**src/hw/rtl/sts_pkg.sv**
```systemverilog
// ============================================================================
// sts_pkg
// Types, codes and character classes shared by the script token scanner.
// ============================================================================
`default_nettype none

package sts_pkg;

   // Scanner modes.
   typedef enum logic [2:0] {
      MODE_IDLE   = 3'd0,
      MODE_INT    = 3'd1,
      MODE_FRAC   = 3'd2,
      MODE_IDENT  = 3'd3,
      MODE_STRING = 3'd4
   } mode_type;

   // Token type codes carried on a token-end word.
   localparam logic [3:0] TOK_INT     = 4'd0;
   localparam logic [3:0] TOK_FLOAT   = 4'd1;
   localparam logic [3:0] TOK_IDENT   = 4'd2;
   localparam logic [3:0] TOK_STRING  = 4'd3;
   localparam logic [3:0] TOK_UNKNOWN = 4'd4;
   localparam logic [3:0] TOK_EOF     = 4'd5;
   localparam logic [3:0] TOK_KW0     = 4'd6;

   // Word kinds.
   localparam logic KIND_CHAR = 1'b0;
   localparam logic KIND_END  = 1'b1;

   localparam int IdentChars = 6;
   localparam int NumKw      = 8;

   // Entries in the result queue of the top level.
   localparam int QDepth     = 4;

   // Keyword text, bytes reversed so the first character sits in the low byte.
   localparam logic [47:0] KW_TEXT [NumKw] = '{
      48'("fi"), 48'("esle"), 48'("fed"), 48'("nruter"),
      48'("elihw"), 48'("eurT"), 48'("eslaF"), 48'("enoN")
   };
   localparam logic [2:0] KW_LEN [NumKw] = '{
      3'd2, 3'd4, 3'd3, 3'd6, 3'd5, 3'd4, 3'd5, 3'd4
   };

   // One result word.
   typedef struct packed {
      logic       last;
      logic [3:0] token_type;
      logic [7:0] char_res;
      logic       kind;
   } result_type;

   function automatic logic is_digit(input logic [7:0] c);
      return (c >= "0") && (c <= "9");
   endfunction

   function automatic logic is_alpha(input logic [7:0] c);
      return ((c >= "A") && (c <= "Z")) || ((c >= "a") && (c <= "z"));
   endfunction

   function automatic logic is_blank(input logic [7:0] c);
      return (c == 8'h20) || (c == 8'h09) || (c == 8'h0B) || (c == 8'h0C) ||
             (c == 8'h0D);
   endfunction

   // Type of an ended identifier: a keyword code on an exact match, else ident.
   function automatic logic [3:0] ident_type(input logic [47:0] chars,
                                             input logic [2:0] len);
      logic [3:0] t;
      logic       same;
      t = TOK_IDENT;
      for (int k = NumKw - 1; k >= 0; k--) begin
         same = (KW_LEN[k] == len);
         for (int i = 0; i < IdentChars; i++) begin
            if ((3'(i) < len) && (chars[8*i +: 8] != KW_TEXT[k][8*i +: 8])) begin
               same = 1'b0;
            end
         end
         if (same) begin
            t = 4'(TOK_KW0 + 4'(k));
         end
      end
      return t;
   endfunction

   function automatic result_type char_word(input logic [7:0] c);
      result_type r;
      r.kind       = KIND_CHAR;
      r.char_res   = c;
      r.token_type = TOK_INT;
      r.last       = 1'b0;
      return r;
   endfunction

   function automatic result_type end_word(input logic [3:0] t);
      result_type r;
      r.kind       = KIND_END;
      r.char_res   = 8'd0;
      r.token_type = t;
      r.last       = 1'b0;
      return r;
   endfunction

endpackage

`default_nettype wire

```
**src/hw/rtl/script_token_scanner_top.sv**
```systemverilog
// ============================================================================
// script_token_scanner_top: byte-serial scanner for a small script language.
// A byte's result words enter the result queue as it is taken and leave on rsp.
// Bytes are taken one per cycle while the queue has room for two more words; a
// byte giving two words shares the single output port, absorbed by the four-entry result queue.
// Reset (synchronous) returns the scanner to between tokens, queue empty.
// ============================================================================
`default_nettype none

module script_token_scanner_top (
   input  wire logic        clock,
   input  wire logic        reset,
   input  wire logic        req_tvalid,
   output logic             req_tready,
   input  wire logic [7:0]  req_tdata,   // [7:0] byte_req
   input  wire logic        req_tlast,   // is_end
   output logic             rsp_tvalid,
   input  wire logic        rsp_tready,
   output logic [15:0]      rsp_tdata,   // [7:0] char_res, [11:8] token_type, zero fill
   output logic             rsp_tuser,   // kind
   output logic             rsp_tlast    // last
);

   // Scanner state.
   sts_pkg::mode_type mode_ff, mode_in;
   logic              dot_ff, dot_in;
   logic              dq_ff, dq_in;
   logic              stop_ff, stop_in;
   logic [2:0]        len_ff, len_in;
   logic [7:0]        chars_ff [sts_pkg::IdentChars];
   logic              chr_we;
   logic [2:0]        chr_idx;
   logic [47:0]       chars_packed;

   // Result words of the current byte.
   sts_pkg::result_type res0, res1;
   logic [1:0]          nres;
   logic                start;
   logic [7:0]          c;
   logic                fire;

   // Result queue.
   sts_pkg::result_type q_ff [sts_pkg::QDepth];
   logic [1:0]          wp_ff, wp_in, rp_ff, rp_in;
   logic [2:0]          cnt_ff, cnt_in;
   logic                pop;

   assign c    = req_tdata;
   assign fire = req_tvalid && req_tready;
   assign pop  = rsp_tvalid && rsp_tready;

   always_comb begin
      for (int i = 0; i < sts_pkg::IdentChars; i++) begin
         chars_packed[8*i +: 8] = chars_ff[i];
      end
   end

   // Next scanner state and the words this byte yields.
   always_comb begin
      sts_pkg::result_type w [2];
      logic [1:0]          n;
      w[0]    = sts_pkg::end_word(sts_pkg::TOK_EOF);
      w[1]    = sts_pkg::end_word(sts_pkg::TOK_EOF);
      n       = 2'd0;
      mode_in = mode_ff;
      dot_in  = dot_ff;
      dq_in   = dq_ff;
      stop_in = stop_ff;
      len_in  = len_ff;
      chr_we  = 1'b0;
      chr_idx = len_ff;
      start   = 1'b0;

      if (stop_ff) begin
         if (req_tlast) begin
            stop_in = 1'b0;
            mode_in = sts_pkg::MODE_IDLE;
            dot_in  = 1'b0;
         end
      end else if (req_tlast) begin
         // End of source closes any open token, then EOF.
         case (mode_ff)
            sts_pkg::MODE_INT: begin
               w[n[0]] = sts_pkg::end_word(sts_pkg::TOK_INT);
               n       = n + 2'd1;
            end
            sts_pkg::MODE_FRAC: begin
               w[n[0]] = sts_pkg::end_word(sts_pkg::TOK_FLOAT);
               n       = n + 2'd1;
            end
            sts_pkg::MODE_IDENT: begin
               w[n[0]] = sts_pkg::end_word(sts_pkg::ident_type(chars_packed, len_ff));
               n       = n + 2'd1;
            end
            sts_pkg::MODE_STRING: begin
               w[n[0]] = sts_pkg::end_word(sts_pkg::TOK_UNKNOWN);
               n       = n + 2'd1;
            end
            default: begin
            end
         endcase
         w[n[0]] = sts_pkg::end_word(sts_pkg::TOK_EOF);
         n       = n + 2'd1;
         mode_in = sts_pkg::MODE_IDLE;
         dot_in  = 1'b0;
      end else begin
         case (mode_ff)
            sts_pkg::MODE_INT: begin
               if (dot_ff) begin
                  if (sts_pkg::is_digit(c)) begin
                     w[0]    = sts_pkg::char_word(".");
                     w[1]    = sts_pkg::char_word(c);
                     n       = 2'd2;
                     dot_in  = 1'b0;
                     mode_in = sts_pkg::MODE_FRAC;
                  end else begin
                     // The held dot acts as a stray byte and stops the stream.
                     w[0]    = sts_pkg::end_word(sts_pkg::TOK_INT);
                     w[1]    = sts_pkg::end_word(sts_pkg::TOK_EOF);
                     n       = 2'd2;
                     mode_in = sts_pkg::MODE_IDLE;
                     dot_in  = 1'b0;
                     stop_in = 1'b1;
                  end
               end else if (sts_pkg::is_digit(c)) begin
                  w[0] = sts_pkg::char_word(c);
                  n    = 2'd1;
               end else if (c == ".") begin
                  dot_in = 1'b1;
               end else begin
                  w[0]  = sts_pkg::end_word(sts_pkg::TOK_INT);
                  n     = 2'd1;
                  start = 1'b1;
               end
            end
            sts_pkg::MODE_FRAC: begin
               if (sts_pkg::is_digit(c)) begin
                  w[0] = sts_pkg::char_word(c);
                  n    = 2'd1;
               end else begin
                  w[0]  = sts_pkg::end_word(sts_pkg::TOK_FLOAT);
                  n     = 2'd1;
                  start = 1'b1;
               end
            end
            sts_pkg::MODE_IDENT: begin
               if (sts_pkg::is_alpha(c) || sts_pkg::is_digit(c) || (c == "_")) begin
                  chr_we = (len_ff < 3'd6);
                  if (len_ff < 3'd7) begin
                     len_in = len_ff + 3'd1;
                  end
                  w[0] = sts_pkg::char_word(c);
                  n    = 2'd1;
               end else begin
                  w[0]  = sts_pkg::end_word(sts_pkg::ident_type(chars_packed, len_ff));
                  n     = 2'd1;
                  start = 1'b1;
               end
            end
            sts_pkg::MODE_STRING: begin
               if (c == (dq_ff ? 8'h22 : 8'h27)) begin
                  w[0]    = sts_pkg::end_word(sts_pkg::TOK_STRING);
                  n       = 2'd1;
                  mode_in = sts_pkg::MODE_IDLE;
               end else begin
                  w[0] = sts_pkg::char_word(c);
                  n    = 2'd1;
               end
            end
            default: begin
               start = 1'b1;
            end
         endcase

         // Handle the byte as between tokens; it may open a new token.
         if (start) begin
            mode_in = sts_pkg::MODE_IDLE;
            dot_in  = 1'b0;
            if (sts_pkg::is_blank(c)) begin
               mode_in = sts_pkg::MODE_IDLE;
            end else if (sts_pkg::is_digit(c)) begin
               mode_in = sts_pkg::MODE_INT;
               w[n[0]] = sts_pkg::char_word(c);
               n       = n + 2'd1;
            end else if (sts_pkg::is_alpha(c) || (c == "_")) begin
               mode_in = sts_pkg::MODE_IDENT;
               chr_we  = 1'b1;
               chr_idx = 3'd0;
               len_in  = 3'd1;
               w[n[0]] = sts_pkg::char_word(c);
               n       = n + 2'd1;
            end else if ((c == 8'h27) || (c == 8'h22)) begin
               mode_in = sts_pkg::MODE_STRING;
               dq_in   = (c == 8'h22);
            end else begin
               w[n[0]] = sts_pkg::end_word(sts_pkg::TOK_EOF);
               n       = n + 2'd1;
               stop_in = 1'b1;
            end
         end
      end

      res0      = w[0];
      res1      = w[1];
      res0.last = (n == 2'd1);
      res1.last = (n == 2'd2);
      nres      = n;
   end

   // Scanner state registers.
   always_ff @(posedge clock) begin
      if (reset) begin
         mode_ff <= sts_pkg::MODE_IDLE;
         dot_ff  <= 1'b0;
         dq_ff   <= 1'b0;
         stop_ff <= 1'b0;
         len_ff  <= 3'd0;
      end else if (fire) begin
         mode_ff <= mode_in;
         dot_ff  <= dot_in;
         dq_ff   <= dq_in;
         stop_ff <= stop_in;
         len_ff  <= len_in;
      end
   end

   // Identifier character store.
   always_ff @(posedge clock) begin
      for (int i = 0; i < sts_pkg::IdentChars; i++) begin
         if (fire && chr_we && (chr_idx == 3'(i))) begin
            chars_ff[i] <= c;
         end
      end
   end

   // Result queue pointers and fill count.
   always_comb begin
      wp_in  = wp_ff;
      rp_in  = rp_ff;
      cnt_in = cnt_ff;
      if (fire) begin
         wp_in  = wp_ff + nres;
         cnt_in = cnt_ff + {1'b0, nres};
      end
      if (pop) begin
         rp_in  = rp_ff + 2'd1;
         cnt_in = cnt_in - 3'd1;
      end
   end

   always_ff @(posedge clock) begin
      if (reset) begin
         wp_ff  <= 2'd0;
         rp_ff  <= 2'd0;
         cnt_ff <= 3'd0;
      end else begin
         wp_ff  <= wp_in;
         rp_ff  <= rp_in;
         cnt_ff <= cnt_in;
      end
   end

   // Queue storage: up to two words written per accepted byte.
   always_ff @(posedge clock) begin
      if (fire && (nres != 2'd0)) begin
         q_ff[wp_ff] <= res0;
      end
      if (fire && (nres == 2'd2)) begin
         q_ff[2'(wp_ff + 2'd1)] <= res1;
      end
   end

   // Room for two more words is needed before a byte is taken.
   assign req_tready = (cnt_ff <= 3'(sts_pkg::QDepth - 2));
   assign rsp_tvalid = (cnt_ff != 3'd0);
   assign rsp_tdata  = {4'd0, q_ff[rp_ff].token_type, q_ff[rp_ff].char_res};
   assign rsp_tuser  = q_ff[rp_ff].kind;
   assign rsp_tlast  = q_ff[rp_ff].last;

endmodule

`default_nettype wire
```
**config.mk**
```make
export PLATFORM = sky130hd
export DESIGN_NAME = script_token_scanner_top
export DESIGN_NICKNAME = d
export VERILOG_FILES = /design/src/hw/rtl/sts_pkg.sv /design/src/hw/rtl/script_token_scanner_top.sv
export SDC_FILE = /design/constraint.sdc
export NUM_CORES = 1
export LEC_CHECK = 0
export BUFFER_PORTS_ARGS = -buffer_cell sky130_fd_sc_hd__clkbuf_2
export CAP_MARGIN = 20
export CORE_ASPECT_RATIO = 0.7
export CORE_UTILIZATION = 30
export DETAILED_ROUTE_END_ITERATION = 6
export PLACE_DENSITY = 0.56
export SYNTH_ARGS = -nofsm -noshare
export SYNTH_HDL_FRONTEND = slang
export SYNTH_SLANG_ARGS = --single-unit
export TNS_END_PERCENT = 50
```
**constraint.sdc**
```tcl
create_clock -name clock -period 5.8 [get_ports clock]
set_input_delay 1.16 -clock clock [delete_from_list [all_inputs] [get_ports clock]]
set_output_delay 1.16 -clock clock [all_outputs]
set_load 0.1 [all_outputs]
```
# Yosys cells after proc, flatten, opt, wreduce, memory -nomap -nowiden

Memories as Yosys holds them, arrays and structs flattened. A register that Yosys moved wholly into a read port is not among the register bits.
Cells that the tools add are included.

Bits in registers: 16
Bits in writable memories: 104
Input bits: 13
Output and inout bits: 20
Memories: 2

Memory list:

| memory   | words | bits a word | rd ports | clocked after Yosys merged registers in | wr ports | line                           | RTL |
|---|---|---|---|---|---|---|---|
| q_ff     | 4     | 14          | 1        | 1                                       | 2        | script_token_scanner_top.sv:43 | `sts_pkg::result_type q_ff [sts_pkg::QDepth];` |
| chars_ff | 6     | 8           | 6        | 0                                       | 1        | script_token_scanner_top.sv:30 | `logic [7:0] chars_ff [sts_pkg::IdentChars];` |

Add/sub/neg operators: 8
$lt $le $gt $ge: 19
Eq/ne operators: 58
Mux-type cells: 260
Bitwise gates (word level): 13
Reduce and logical (&&, ||, !) cells: 78

Operators with widths:

| operator                                                                            | number |
|---|---|
| 8-bit by 7-bit != test with 1-bit output, second input constant                     | 29 |
| 27-bit two-way mux                                                                  | 7 |
| 1-bit two-way mux                                                                   | 161 |
| 14-bit two-way mux                                                                  | 9 |
| 3-bit two-way mux                                                                   | 31 |
| 4-bit two-way mux                                                                   | 16 |
| 14-bit one-hot mux with 4 select lines                                              | 1 |
| 13-bit one-hot mux with 4 select lines                                              | 1 |
| 1-bit logical AND                                                                   | 49 |
| 21-bit bitwise AND                                                                  | 2 |
| 21-bit NOT                                                                          | 2 |
| 8-bit two-way mux                                                                   | 5 |
| 8-bit OR reduction                                                                  | 5 |
| 13-bit two-way mux                                                                  | 3 |
| 8-bit by 4-bit equality test with 1-bit output, second input constant               | 4 |
| 8-bit by 6-bit equality test with 1-bit output, second input constant               | 4 |
| 8-bit nonzero test                                                                  | 4 |
| 2-bit two-way mux                                                                   | 15 |
| 28-bit bitwise mux                                                                  | 1 |
| 14-bit demux with 1-bit select                                                      | 2 |
| 12-bit two-way mux                                                                  | 2 |
| 21-bit two-way mux                                                                  | 1 |
| 8-bit by 7-bit greater-or-equal comparator with 1-bit output, second input constant | 2 |
| 8-bit by 7-bit less-or-equal comparator with 1-bit output, second input constant    | 2 |
| other kinds (43)                                                                    | 78 |

# Depth between registers and ports, before layout

An unclocked memory read counts as a cell.

Depth in word-level cells: 33
Gate-level depth with buffers: 16

# Worst setup path after synthesis

No wires, ideal clock.

Path type: input to register
From: input port req_tdata[0]
To: register cnt_ff[1]
Data arrival time: 4.375 ns
Data required time: 5.714 ns
Setup slack: 1.339 ns
Stages: 14
Path buffers: 1
Cells stage by stage: buf_2 -> or3_4 -> o311a_4 -> a211oi_4 -> o211ai_2 -> or3_1 -> nand3_1 -> inv_1 -> ha_1 -> fa_1 -> mux2i_1 -> ha_1 -> and3_1 -> a211oi_1

Word-level cells in the longest chain between the ends: 19
Elaborated cells on any way between the ends: 53
Those cells by class: 3 x add/sub; 6 x order compare; 9 x eq/ne; 23 x mux; 12 x reduce/logical

RTL lines:

| what                                                                                 | line                                                                                              | RTL |
|---|---|---|
| from (decl)                                                                          | script_token_scanner_top.sv:15                                                                    | `input wire logic [7:0] req_tdata,` |
| 8-bit by 6-bit greater-or-equal comparator with 1-bit output (tied with other cells) | sts_pkg.sv:55                                                                                     | `return (c >= "0") && (c <= "9");` |
| 1-bit logical AND or 1-bit two-way mux (tied branches)                               | sts_pkg.sv:55, script_token_scanner_top.sv:128                                                    |  |
| 1-bit two-way mux                                                                    | script_token_scanner_top.sv:125                                                                   | `end else if (sts_pkg::is_digit(c)) begin` |
| 2-bit two-way mux                                                                    | script_token_scanner_top.sv:109                                                                   | `if (dot_ff) begin` |
| 2-bit one-hot mux with 2 select lines                                                | script_token_scanner_top.sv:107                                                                   | `case (mode_ff)` |
| 2-bit two-way mux                                                                    | script_token_scanner_top.sv:80                                                                    | `end else if (req_tlast) begin` |
| 2-bit two-way mux                                                                    | script_token_scanner_top.sv:74                                                                    | `if (stop_ff) begin` |
| 2-bit by 1-bit adder with 2-bit output                                               | script_token_scanner_top.sv:184, script_token_scanner_top.sv:191, script_token_scanner_top.sv:197 |  |
| (+3 left out)                                                                        | -                                                                                                 |  |
| 2-bit two-way mux                                                                    | script_token_scanner_top.sv:179                                                                   | `if (sts_pkg::is_blank(c)) begin` |
| 2-bit two-way mux (*)                                                                | script_token_scanner_top.sv:176                                                                   | `if (start) begin` |
| 2-bit two-way mux (*)                                                                | script_token_scanner_top.sv:80                                                                    |  |
| 2-bit two-way mux (*)                                                                | script_token_scanner_top.sv:74                                                                    |  |
| 3-bit by 2-bit adder with 3-bit output (*)                                           | script_token_scanner_top.sv:243                                                                   | `cnt_in = cnt_ff + {1'b0, nres};` |
| 3-bit two-way mux (*)                                                                | script_token_scanner_top.sv:241                                                                   | `if (fire) begin` |
| 3-bit by 1-bit subtractor with 3-bit output                                          | script_token_scanner_top.sv:247                                                                   | `cnt_in = cnt_in - 3'd1;` |
| 3-bit two-way mux (*)                                                                | script_token_scanner_top.sv:245                                                                   | `if (pop) begin` |
| to (signal assigned)                                                                 | script_token_scanner_top.sv:259                                                                   | `cnt_ff <= cnt_in;` |
| to (decl)                                                                            | script_token_scanner_top.sv:45                                                                    | `logic [2:0] cnt_ff, cnt_in;` |

Every way passes the cells marked *; elsewhere a longest branch is shown, timed or not. The select of a mux whose other input is x is not followed.
A chain may end at the register's enable or synchronous reset.

# Worst setup path in the final report

From: input port req_tdata[6]
To: register cnt_ff[1]

The elaborated chain is that of the path after synthesis.

==> metrics <==
hpwl dp=12600 um; Setup Skew=12.8 ps; total power=3.24 mW; maximum VDD drop=0.000194 V; Seq/Total Area, Yosys=54.1%; Skew-Pair Late Insertion Delay=420 ps; Synth Cell Area=0.00644 sq mm; Setup Fix Bufs, Post-CTS=0; Post-CTS Hold Buffers=0; flop2flop setup slack=1710 ps; Via density=5.65; Yosys top cell by area=edfxtp_1; row cnt=44; Worst slew margin=32.6%; Final Hold Vio Count=0; Nets=617; first-pass GRT wire length=27900 um; met1 WL=8790 um; delay-heaviest family, CP=simple AND/OR/NAND/NOR gates; met3 wire length=1540 um; PwrDens=430 mW/mm^2; vias in the first global route=4692; #FFs+latches synth=122; core box area=0.0209 sq mm; routed len/inst=20.1 um; IO Pins=33; met2 WL=7330 um; XOR/XNOR Fraction of Synth Area=0.544%; worst-path cell chain=clkbuf_2 > nor4b_1 > and4_1 > o22ai_1 > o211ai_2 > or3_1 > nand3_1 > inv_1 > ha_1 > fa_1 > mux2i_1 > ha_1 > and3_1 > a211oi_1; max-capacitance violation count=0; Synth Area in Simple Gates=21.0%; final period utilization=79.9%; clk slew on worst S/H paths=70 ps; CTS tree=yes; PostCTS Resize Cnt=0; Synth async-reset ratio=0%; initial antenna violation count=0; Logic pwr share=33.7%; H-tree Lvls=4; sequential group share of total power=34.6%; Antenna Nets Post-Route=0; Slowest-stage cell, CP=nor4b_1; Initial Utilization=30.9%; post-synthesis adder-cell area fraction=1.48%; total CTS buffers=17; Final Critical Period=4630 ps; Yosys warning count=0; CP Launch Type=input pin; Cells after Synth=557; hold crit path type=register to register; status=complete, no violations; critical path type=input pin to register; Crit Path Max Fanout=13; max incr delay on CP=600 ps; switching part of the total power=40.4%; Longest Clk Path Bufs=2; syn avg cell area=11.6 sq um; CP Data Arrival Time=4960 ps; main combinational cell family by area after synthesis=simple AND/OR/NAND/NOR gates; Buf/Inv on CP=2; DIE WIDTH=177 um; P_int=1.93 mW; Synth cell types=75; Die H=125 um; Layout area overhead=16.8%; gr usage total=16.8%; n_diodes=0; via count=5006; synth top area cells=edfxtp_1 49%, dfxtp_1 5.6%, mux4_2 4.9%; DR pass1 iterations=5; DR top layer=met4; Congestion Overflow GR=0; DIE AREA=0.0221 sq mm; Critical Path Most Common Cell=ha_1; critical path endpoint category=register; layout cell share with drive strength beyond 1=17.2%; Post-synth EDFFs=104; mux cell area share after synthesis=8.20%; Final Max Tran Viols=0; NetSw=1.31 mW; worst-margin pin slew=998 ps; area share of the largest cell type after synthesis=48.5%; HP Start=dq_ff$_SDFFE_PP0P_; largest net degree at the start of global routing=23; Synth Area in Compound Gates=12.2%; Detailed Route WL=17800 um; Post-route DRC=0; root buffer cell=clkbuf_16; initial DRC count=642; # port buffers=28; clock net sink count=122; Setup TNS Final=0 ps; Synth Flop Type=edfxtp_1; Static Leak=2.65 nW; data required time of the critical path=6130 ps; Final Setup Violations=0; Clk pwr share=31.7%; CP Launch Point=req_tdata[6]; RSZ-0062 raised after global routing=false; Final GP Congestion=0.954; Fmax achieved=0.216 GHz; reg-to-reg startpoint=mode_ff[0]$_SDFFE_PP0P_
-- kinds of logic (layout without fill, tap and decap cells) --
group | Yosys count | after routing
AOI/OAI and AO/OA | 118 | 118
xor gates and xnor gates | 4 | 4
adders and majority gates | 7 | 7
buffers and inverters | 35 | 85
DFF | 122 | 122
muxes | 35 | 35
other | 1 | 4
and+or+nand+nor | 235 | 235
-- cell usage after synthesis, drive strengths merged, types with 6 or more instances --
cell type / number
a21oi: 38
and3: 12
and3b: 6
buf: 15
clkbuf: 11
dfxtp: 18
edfxtp: 104
ha: 6
inv: 9
mux2i: 19
mux4: 14
nand2: 54
nand2b: 10
nand3: 13
nand4: 7
nor2: 41
nor2b: 8
nor3: 16
nor3b: 11
nor4: 14
nor4b: 6
nor4bb: 9
o21ai: 31
or3: 8
-- path summary, 6_finish.rpt --
path	to	cells past startpoint
hold reg to reg	dq_ff$_SDFFE_PP0P_	2
setup reg to reg	cnt_ff[1]$_SDFF_PP0_	13
hold / removal	dq_ff$_SDFFE_PP0P_	2
setup / recovery	cnt_ff[1]$_SDFF_PP0_	14
-- metal layers --
metal	global-route usage, %	up-vias
met5	0	-
met4	4.21	0
met3	3.72	18
met2	22.2	304
met1	26.8	2429
li1	-	2255
-- area by class of cell --
cell class | instances | area [sq um]
repair buffers | 44 | 283
fillers | 1988 | 13300
clock inverters | 14 | 134
well taps | 276 | 345
inverters | 9 | 33.8
multi-input cells | 403 | 2810
clock buffers | 18 | 429
flip-flops and latches | 122 | 3480
-- state kept, by name (all words and copies together), names as in the netlist, named ones only --
register	cells
chars_ff	48
cnt_ff	3
mode_ff	3
dq_ff	1
dot_ff	1
len_ff	3
rp_ff	2
q_ff	56
wp_ff	2
stop_ff	1
-- cell usage in the layout (no fill, tap or decap), types with 4 or more instances in the layout --
cell type	n
inv_1	9
clkbuf_16	17
nor2b_1	8
nand3_1	13
a21oi_1	38
nor3b_1	11
dfxtp_1	18
or3_1	7
and3_1	12
a22oi_1	4
and3b_1	6
mux2i_1	19
nand4_1	7
o31a_1	4
nor3_1	16
ha_1	6
nand2_1	50
clkbuf_2	28
o21ai_1	11
nand2b_1	10
a31oi_1	4
o21ai_0	20
buf_4	11
edfxtp_1	104
conb_1	4
inv_6	7
nor4_1	13
nor4b_1	6
mux4_2	14
nor4bb_1	9
nor2_1	41
-- worst min-delay path: cells and delay by family (launching register included) --
kind / cells / cell delay (ps)
AO/OA/AOI/OAI: 2 / 160
flip-flops: 1 / 330
-- per-stage QoR --
stage	cell area (sq um)	hold WS (ps)	worst slack [ps]	utilization, %	cells
after floorplan	6450	471	1340	-	560
after global placement	6900	504	1020	33.1	849
after detailed placement	6900	511	828	33.1	849
after CTS	7460	524	1250	35.8	881
after global routing	7520	575	897	36.0	886
final	7520	536	1170	36.0	886
-- power groups by stage --
stage	clock [mW]	combinational (mW)	sequential, mW
global placement	0	1.04	1.16
detailed placement	0	1.05	1.16
global route	1.08	1.16	1.13
finish	1.03	1.09	1.12
CTS	1.04	1.05	1.14
floorplan	0	0.893	1.10
Power figures use the tool's default switching activity.
